## config.mk

```make
export PLATFORM = sky130hd
export DESIGN_NAME = repeat_event_blackout_table
export DESIGN_NICKNAME = d
export VERILOG_FILES = /design/src/rtl/rebt_pkg.sv /design/src/rtl/repeat_event_blackout_table.sv
export VERILOG_INCLUDE_DIRS = /design/src /design/src/rtl
export SDC_FILE = /design/constraint.sdc
export NUM_CORES = 1
export LEC_CHECK = 0
export BUFFER_PORTS_ARGS = -buffer_cell sky130_fd_sc_hd__buf_2
export CORE_MARGIN = 3
export CORE_UTILIZATION = 35
export DETAILED_ROUTE_END_ITERATION = 8
export PLACE_DENSITY = 0.54
export RECOVER_POWER = 50
export SLEW_MARGIN = 10
export SYNTH_ARGS = -nofsm -noshare
export SYNTH_HDL_FRONTEND = slang
export SYNTH_SLANG_ARGS = --single-unit
```

## constraint.sdc

```tcl
create_clock -name clk -period 12.3 [get_ports clk]
set_input_delay 1.23 -clock clk [delete_from_list [all_inputs] [get_ports clk]]
set_output_delay 1.23 -clock clk [all_outputs]
set_load 0.005 [all_outputs]
```

## src/rtl/assert_macros.svh

```systemverilog
`ifndef ASSERT_MACROS_SVH
`define ASSERT_MACROS_SVH

// Concurrent check on clk, switched off while arst_n is low.
`define ASSERT_CLK(label, prop, msg) \
	label: assert property (@(posedge clk) disable iff (!arst_n) (prop)) \
		else $error(msg);

// Implication with the consequent in the next cycle.
`define ASSERT_NEXT(label, ante, cons, msg) \
	label: assert property (@(posedge clk) disable iff (!arst_n) (ante) |=> (cons)) \
		else $error(msg);

`endif

```

## src/rtl/rebt_pkg.sv

```systemverilog
`default_nettype none

package rebt_pkg;

	localparam int ENTRIES_DEF = 8;
	localparam int ID_W        = 16;
	localparam int TIME_W      = 32;
	localparam int WIN_W       = 16;
	localparam int SLOT_W      = 3;

	// 50 ms blackout after reset
	localparam logic [WIN_W-1:0] WINDOW_RESET = 16'd50;

	typedef struct packed {
		logic [ID_W-1:0]   id;
		logic [TIME_W-1:0] stamp;
	} entry_t;

endpackage

`default_nettype wire

```

## src/rtl/repeat_event_blackout_table.sv

```systemverilog
// Channel   | Direction | Signals                       | Transaction
// ----------+-----------+-------------------------------+---------------------------------
// command   | in        | start, busy, event_id, now_ms | start high and busy low at edge
// result    | out       | done, play, slot              | done high for one cycle
// window    | in        | window_valid, window_ready,   | window_valid and window_ready
//           |           | window_ms                     | high at edge
//
// busy stays high while the sequencer reads k entries (k <= ENTRIES + 1), each in a
// state on the read port and a state to check the data, plus a state to write a new id.
// done rises as busy falls and lasts one cycle; the receiver cannot stall, and the
// next command may be taken at the edge that ends the done cycle.
// arst_n clears count and sequencer and sets the window to WINDOW_RESET; the entry memory is not cleared.
`default_nettype none

module repeat_event_blackout_table
	import rebt_pkg::*;
#(
	parameter int ENTRIES = ENTRIES_DEF
) (
	input  wire logic              clk,
	input  wire logic              arst_n,
	// command transaction
	input  wire logic              start,
	output      logic              busy,
	input  wire logic [ID_W-1:0]   event_id,
	input  wire logic [TIME_W-1:0] now_ms,
	// result transaction
	output      logic              done,
	output      logic              play,
	output      logic [SLOT_W-1:0] slot,
	// window register write
	input  wire logic              window_valid,
	output      logic              window_ready,
	input  wire logic [WIN_W-1:0]  window_ms
);

	localparam int IDX_W = (ENTRIES > 1) ? $clog2(ENTRIES) : 1;
	localparam int CNT_W = $clog2(ENTRIES + 1);
	localparam logic [CNT_W-1:0] CNT_FULL = CNT_W'(ENTRIES);
	localparam logic [CNT_W-1:0] CNT_ONE  = CNT_W'(1);

	// sequencer codes
	localparam logic [2:0] ST_IDLE     = 3'd0;
	localparam logic [2:0] ST_REAP_RD  = 3'd1;  // read the tail entry
	localparam logic [2:0] ST_REAP_CHK = 3'd2;  // drop it if expired
	localparam logic [2:0] ST_SCAN_RD  = 3'd3;  // read entry idx
	localparam logic [2:0] ST_SCAN_CHK = 3'd4;  // compare id, track oldest
	localparam logic [2:0] ST_FINISH   = 3'd5;  // no match: append or replace

	logic [2:0]        state_q;
	logic [CNT_W-1:0]  count_q;
	logic [WIN_W-1:0]  window_q;
	logic [ID_W-1:0]   id_q;
	logic [TIME_W-1:0] now_q;
	logic [IDX_W-1:0]  idx_q;
	logic [IDX_W-1:0]  old_idx_q;
	logic [TIME_W-1:0] old_stamp_q;
	logic              done_q;
	logic              play_q;
	logic [SLOT_W-1:0] slot_q;

	// entry memory: one read port, one write port, registered read data
	entry_t            mem_q [ENTRIES];
	entry_t            rdata_q;
	logic              mem_re;
	logic [IDX_W-1:0]  mem_raddr;
	logic              mem_we;
	logic [IDX_W-1:0]  mem_waddr;
	entry_t            mem_wdata;

	logic [CNT_W-1:0]  count_m1;
	logic [TIME_W-1:0] age;
	logic              expired;
	logic              hit;
	logic              last_entry;
	logic              full;
	logic [IDX_W-1:0]  fin_target;

	assign count_m1   = count_q - CNT_ONE;
	assign age        = now_q - rdata_q.stamp;   // wraps modulo 2^32
	assign expired    = (age >= TIME_W'(window_q));
	assign hit        = (rdata_q.id == id_q);
	assign last_entry = (CNT_W'(idx_q) == count_m1);
	assign full       = (count_q == CNT_FULL);
	assign fin_target = full ? old_idx_q : count_q[IDX_W-1:0];

	// memory port control
	always_comb begin
		mem_re    = 1'b0;
		mem_raddr = idx_q;
		mem_we    = 1'b0;
		mem_waddr = fin_target;
		mem_wdata = '{id: id_q, stamp: now_q};
		unique case (state_q)
			ST_REAP_RD: begin
				mem_re    = 1'b1;
				mem_raddr = count_m1[IDX_W-1:0];
			end
			ST_SCAN_RD: begin
				mem_re = 1'b1;
			end
			ST_SCAN_CHK: begin
				// stale match: refresh its time stamp in place
				mem_we    = hit && expired;
				mem_waddr = idx_q;
			end
			ST_FINISH: begin
				mem_we = 1'b1;
			end
			default: begin
			end
		endcase
	end

	always_ff @(posedge clk) begin
		if (mem_we) begin
			mem_q[mem_waddr] <= mem_wdata;
		end
		if (mem_re) begin
			rdata_q <= mem_q[mem_raddr];
		end
	end

	// window register; writes must arrive only while idle, which the block itself does not enforce
	always_ff @(posedge clk or negedge arst_n) begin
		if (!arst_n) begin
			window_q <= WINDOW_RESET;
		end else if (window_valid && window_ready) begin
			window_q <= window_ms;
		end
	end

	// sequencer
	always_ff @(posedge clk or negedge arst_n) begin
		if (!arst_n) begin
			state_q <= ST_IDLE;
			count_q <= '0;
			done_q  <= 1'b0;
		end else begin
			done_q <= 1'b0;
			unique case (state_q)
				ST_IDLE: begin
					if (start) begin
						// empty table goes straight to append
						state_q <= (count_q == '0) ? ST_FINISH : ST_REAP_RD;
					end
				end
				ST_REAP_RD: begin
					state_q <= ST_REAP_CHK;
				end
				ST_REAP_CHK: begin
					if (expired) begin
						count_q <= count_m1;
						state_q <= (count_q == CNT_ONE) ? ST_FINISH : ST_REAP_RD;
					end else begin
						state_q <= ST_SCAN_RD;
					end
				end
				ST_SCAN_RD: begin
					state_q <= ST_SCAN_CHK;
				end
				ST_SCAN_CHK: begin
					if (hit) begin
						done_q  <= 1'b1;
						state_q <= ST_IDLE;
					end else if (last_entry) begin
						state_q <= ST_FINISH;
					end else begin
						state_q <= ST_SCAN_RD;
					end
				end
				ST_FINISH: begin
					if (!full) begin
						count_q <= count_q + CNT_ONE;
					end
					done_q  <= 1'b1;
					state_q <= ST_IDLE;
				end
				default: begin
					state_q <= ST_IDLE;
				end
			endcase
		end
	end

	// payload registers
	always_ff @(posedge clk) begin
		unique case (state_q)
			ST_IDLE: begin
				if (start) begin
					id_q  <= event_id;
					now_q <= now_ms;
				end
			end
			ST_REAP_CHK: begin
				idx_q <= '0;
			end
			ST_SCAN_CHK: begin
				if (hit) begin
					// recent repeat is suppressed with slot 0
					play_q <= expired;
					slot_q <= expired ? SLOT_W'(idx_q) : '0;
				end else begin
					// smallest raw stamp, ties to the lowest index
					if (idx_q == '0 || rdata_q.stamp < old_stamp_q) begin
						old_stamp_q <= rdata_q.stamp;
						old_idx_q   <= idx_q;
					end
					idx_q <= idx_q + 1'b1;
				end
			end
			ST_FINISH: begin
				play_q <= 1'b1;
				slot_q <= SLOT_W'(fin_target);
			end
			default: begin
			end
		endcase
	end

	assign busy         = (state_q != ST_IDLE);
	assign window_ready = 1'b1;
	assign done         = done_q;
	assign play         = play_q;
	assign slot         = slot_q;

	`include "assert_macros.svh"

	`ASSERT_CLK(a_count_range, count_q <= CNT_FULL, "entry count above table size")
	`ASSERT_NEXT(a_write_then_done, mem_we, done_q, "table write without a result")
	`ASSERT_CLK(a_done_source, !done_q || $past(state_q) == ST_SCAN_CHK || $past(state_q) == ST_FINISH, "result from a wrong state")
	`ASSERT_CLK(a_suppress_slot, !(done_q && !play_q) || slot_q == '0, "suppressed event with slot")

endmodule

`default_nettype wire

```

==> impl_metrics.py <==
metrics = {
    "yosys": {
        "synthSimpleGateAreaFrac": 0.0506,
        "synth_xor_area_frac": 0.0165,
        "ys_types": 73,
        "synth_ff_type": "edfxtp_1",
        "ys_ff_latch": 546,
        "synth_warnings": 0,
        "synth-compound-area-share": 0.0504,
        "synthAdderAreaFrac": 0.0458,
        "syn_area_um2": 23400,
        "synth_area_leaders": "edfxtp_1 67%, mux4_2 9.2%, ha_1 4.5%, mux2_2 2.4%, dfrtp_1 2.2%",
        "synth_mux_area_frac": 0.119,
        "synth_commonest_cells": "522 x edfxtp_1, 96 x mux4_2, 88 x inv_1, 84 x ha_1, 74 x nand2_1",
        "synthArstFlopShare": 0.0440,
        "yosysTopAreaCellShare": 0.670,
        "synth.most_common_cell": "edfxtp_1",
        "synth_top_family_by_area": "multiplexers",
        "ys_seq_area_frac": 0.696,
        "synth_cells": 1375,
        "synth-edff-count": 522,
        "yosysTopAreaCell": "edfxtp_1",
        "syn-num-nets": 1528,
        "syn_area_per_cell_um2": 17.0,
    },
    "sta": {
        "finalHoldViolCount": 0,
        "setup_slack_ps": 5050,
        "relSlewSlack": -1.62,
        "setup_violations": 0,
        "fin_crit_sh": 0.589,
        "min_period_ps": 7250,
        "rsz0062_at_grt": "false",
        "finClkSkew_ps": 33.6,
        "tightest_slew_ps": 3930,
        "slew_viol_final": 51,
        "tns_ps": 0,
        "fmax_mhz": 138,
    },
    "critical_path": {
        "crit_family": "buffers and inverters",
        "r2r-end": "rdata_q[46]",
        "crit_fanout": 50,
        "start_kind": "flop",
        "critPathBufInv": 3,
        "crit_slowest_cell": "clkbuf_1",
        "arrival_ps": 7620,
        "r2r-start": "state_q[0]",
        "critPathLaunch": "state_q[0]",
        "cp_num_cells": 8,
        "cp-endpoint": "rdata_q[46]",
        "cpPeakStageDelay_ps": 2770,
        "end_kind": "flop",
        "path_class": "reg -> reg",
        "reg2regPathDepth": 8,
        "path_common_cell": "buf_4",
        "r2r_slack_ps": 5050,
        "cp_cell_sequence": "nor2b_1 -> clkbuf_1 -> nand2b_1 -> o21ai_4 -> buf_4 -> buf_4 -> mux4_2 -> mux2_2",
        "worstPathRequired_ps": 12670,
    },
    "grt": {
        "grt_pass1_vias": 12788,
        "grt_first_pass_wirelength_um": 79200,
        "grt.total_usage": 0.149,
        "antenna_found_initial": 0,
        "grt_max_degree": 97,
        "gr-total-overflow": 0,
    },
    "finish": {
        "area_delta_synth_final_pct": 14.1,
        "num-fill-cells": 5972,
        "drive_gt1_frac": 0.217,
        "nets": 1629,
        "num_antenna_cells": 0,
    },
    "clocking": {
        "clk_latency_ps": 630,
        "cts_tree": "yes",
        "ctsHtreeMaxLevel": 2,
        "clockBufferDepth": 3,
        "cts_hold_buf": 0,
        "cts_root_buf": "clkbuf_16",
        "postCtsResizedCells": 0,
        "postCtsSetupBuffers": 0,
        "numCtsBuffers": 57,
        "clkSinkCount": 546,
        "path_clk_slew_ps": 60,
    },
    "run_status": {
        "status": "complete, but fails checks",
        "violations": "max-capacitance violations, max-slew violations",
    },
    "pwr": {
        "cellLeakagePower_nw": 9.20,
        "p_per_area_nw_per_um2": 259,
        "vdd_ir_drop_max_mv": 0.284,
    },
    "run": {
        "drv_cap": 1,
    },
    "route": {
        "viasPerCell": 5.15,
        "vias": 12279,
        "wl_per_cell_um": 21.6,
        "totalWireLength_um": 51400,
        "ant_nets": 0,
        "drc": 0,
        "drt_first_pass_iters": 5,
        "drt_iter0_drc": 959,
    },
    "placed_design": {
        "dp_hpwl_um": 29900,
        "dpl_worst_slack_ps": 6060,
        "gp_congestion": 0.830,
        "port_buffers": 73,
    },
    "floorplanning": {
        "fp.dieH_um": 265,
        "num_io_pins": 75,
        "die_x_um": 265,
        "die_area_um2": 70000,
        "core_um2": 66000,
        "initial_utilization": 0.355,
        "num_rows": 94,
    },
    "hold_path": {
        "hold_class": "reg -> reg",
    },
}
## kinds of logic (layout without fill, tap and decap cells)
logic type      after synthesis  in the layout
compound gates              182            182
xor+xnor                     44             44
fa+ha+maj                    85             85
buf+inv                     134            278
flops                       546            546
mux                         152            152
other cells                   1              1
simple gates                231            231
## layer usage
metal	vias to the layer above	share of wire	GRT usage
met2	269	0.45	0.231
met1	6336	0.47	0.216
li1	5590	-	-
met3	84	0.045	0.0248
met5	-	0	0
met4	0	0.027	0.0473
## worst register-to-register path: stages (launching register included)
cell and delay [ps]:
dfrtp_1 490, nor2b_1 170, clkbuf_1 2770, nand2b_1 1060
o21ai_4 380, buf_4 650, buf_4 750, mux4_2 470
mux2_2 270
## final cells by class
cell class	count	area, um^2	area share
Sequential cell	546	16300	0.610
Multi-Input combinational cell	695	6710	0.251
Tap cell	864	1080	0.0405
Timing Repair Buffer	88	472	0.0177
Clock buffer	71	1500	0.0562
Inverter	88	330	0.0124
Clock inverter	31	323	0.0121
## where the power goes
group / internal [mW] / total (mW) / switching [mW]
logic: 1.18 / 2.59 / 1.41
clock network: 0.970 / 1.69 / 0.716
registers: 2.42 / 2.63 / 0.209
## flip-flops by register name, indices dropped and copies added, names as in the netlist
register and flops:
old_idx_q 3, now_q 32, mem_q 384, window_q 16
count_q 4, state_q 3, slot 3, done 1
play 1, idx_q 3, old_stamp_q 32, id_q 16
rdata_q 48
## per-stage QoR
stage / cells / hold WS, ps / power [mW] / instance area (um^2) / util
floorplan: 1375 / 424 / 4.55 / 23400 / -
detailed placement: 2281 / 474 / 5.28 / 24900 / 0.377
global route: 2383 / 496 / 7.36 / 26700 / 0.405
finish: 2383 / 484 / 6.90 / 26700 / 0.405
CTS: 2383 / 488 / 7.00 / 26700 / 0.405
global placement: 2281 / 461 / 5.27 / 24900 / 0.377
## worst min path at each step
stage	from	end	slack, ps	cells after the start
2_1_floorplan	idx_q[2]	old_idx_q[2]	420	0
3_3_place_gp	rdata_q[0]	old_stamp_q[0]	460	0
3_5_place_dp	rdata_q[9]	old_stamp_q[9]	470	0
4_1_cts	rdata_q[9]	old_stamp_q[9]	490	0
5_1_grt	rdata_q[9]	old_stamp_q[9]	500	0
6_report	rdata_q[0]	old_stamp_q[0]	480	0
## cell usage in the layout, fill, tap and decap left out, drive strengths merged, types with 9 or more instances in the layout
| master | synthesis | final |
|---|---|---|
| o21ai | 48 | 48 |
| clkbuf | 31 | 84 |
| nor2b | 9 | 9 |
| nand2b | 12 | 12 |
| xnor2 | 17 | 17 |
| xor2 | 27 | 27 |
| nand4 | 16 | 16 |
| a21o | 18 | 18 |
| nand2 | 74 | 74 |
| dfrtp | 21 | 21 |
| nor3 | 14 | 14 |
| nor2 | 39 | 39 |
| buf | 15 | 75 |
| a21oi | 57 | 57 |
| clkinv | 0 | 18 |
| nand3 | 20 | 20 |
| nor4 | 11 | 11 |
| mux2 | 50 | 50 |
| o211ai | 9 | 9 |
| inv | 88 | 91 |
| edfxtp | 522 | 522 |
| mux4 | 96 | 96 |
| ha | 84 | 84 |
Note: power is estimated with default switching activity, not from simulation.
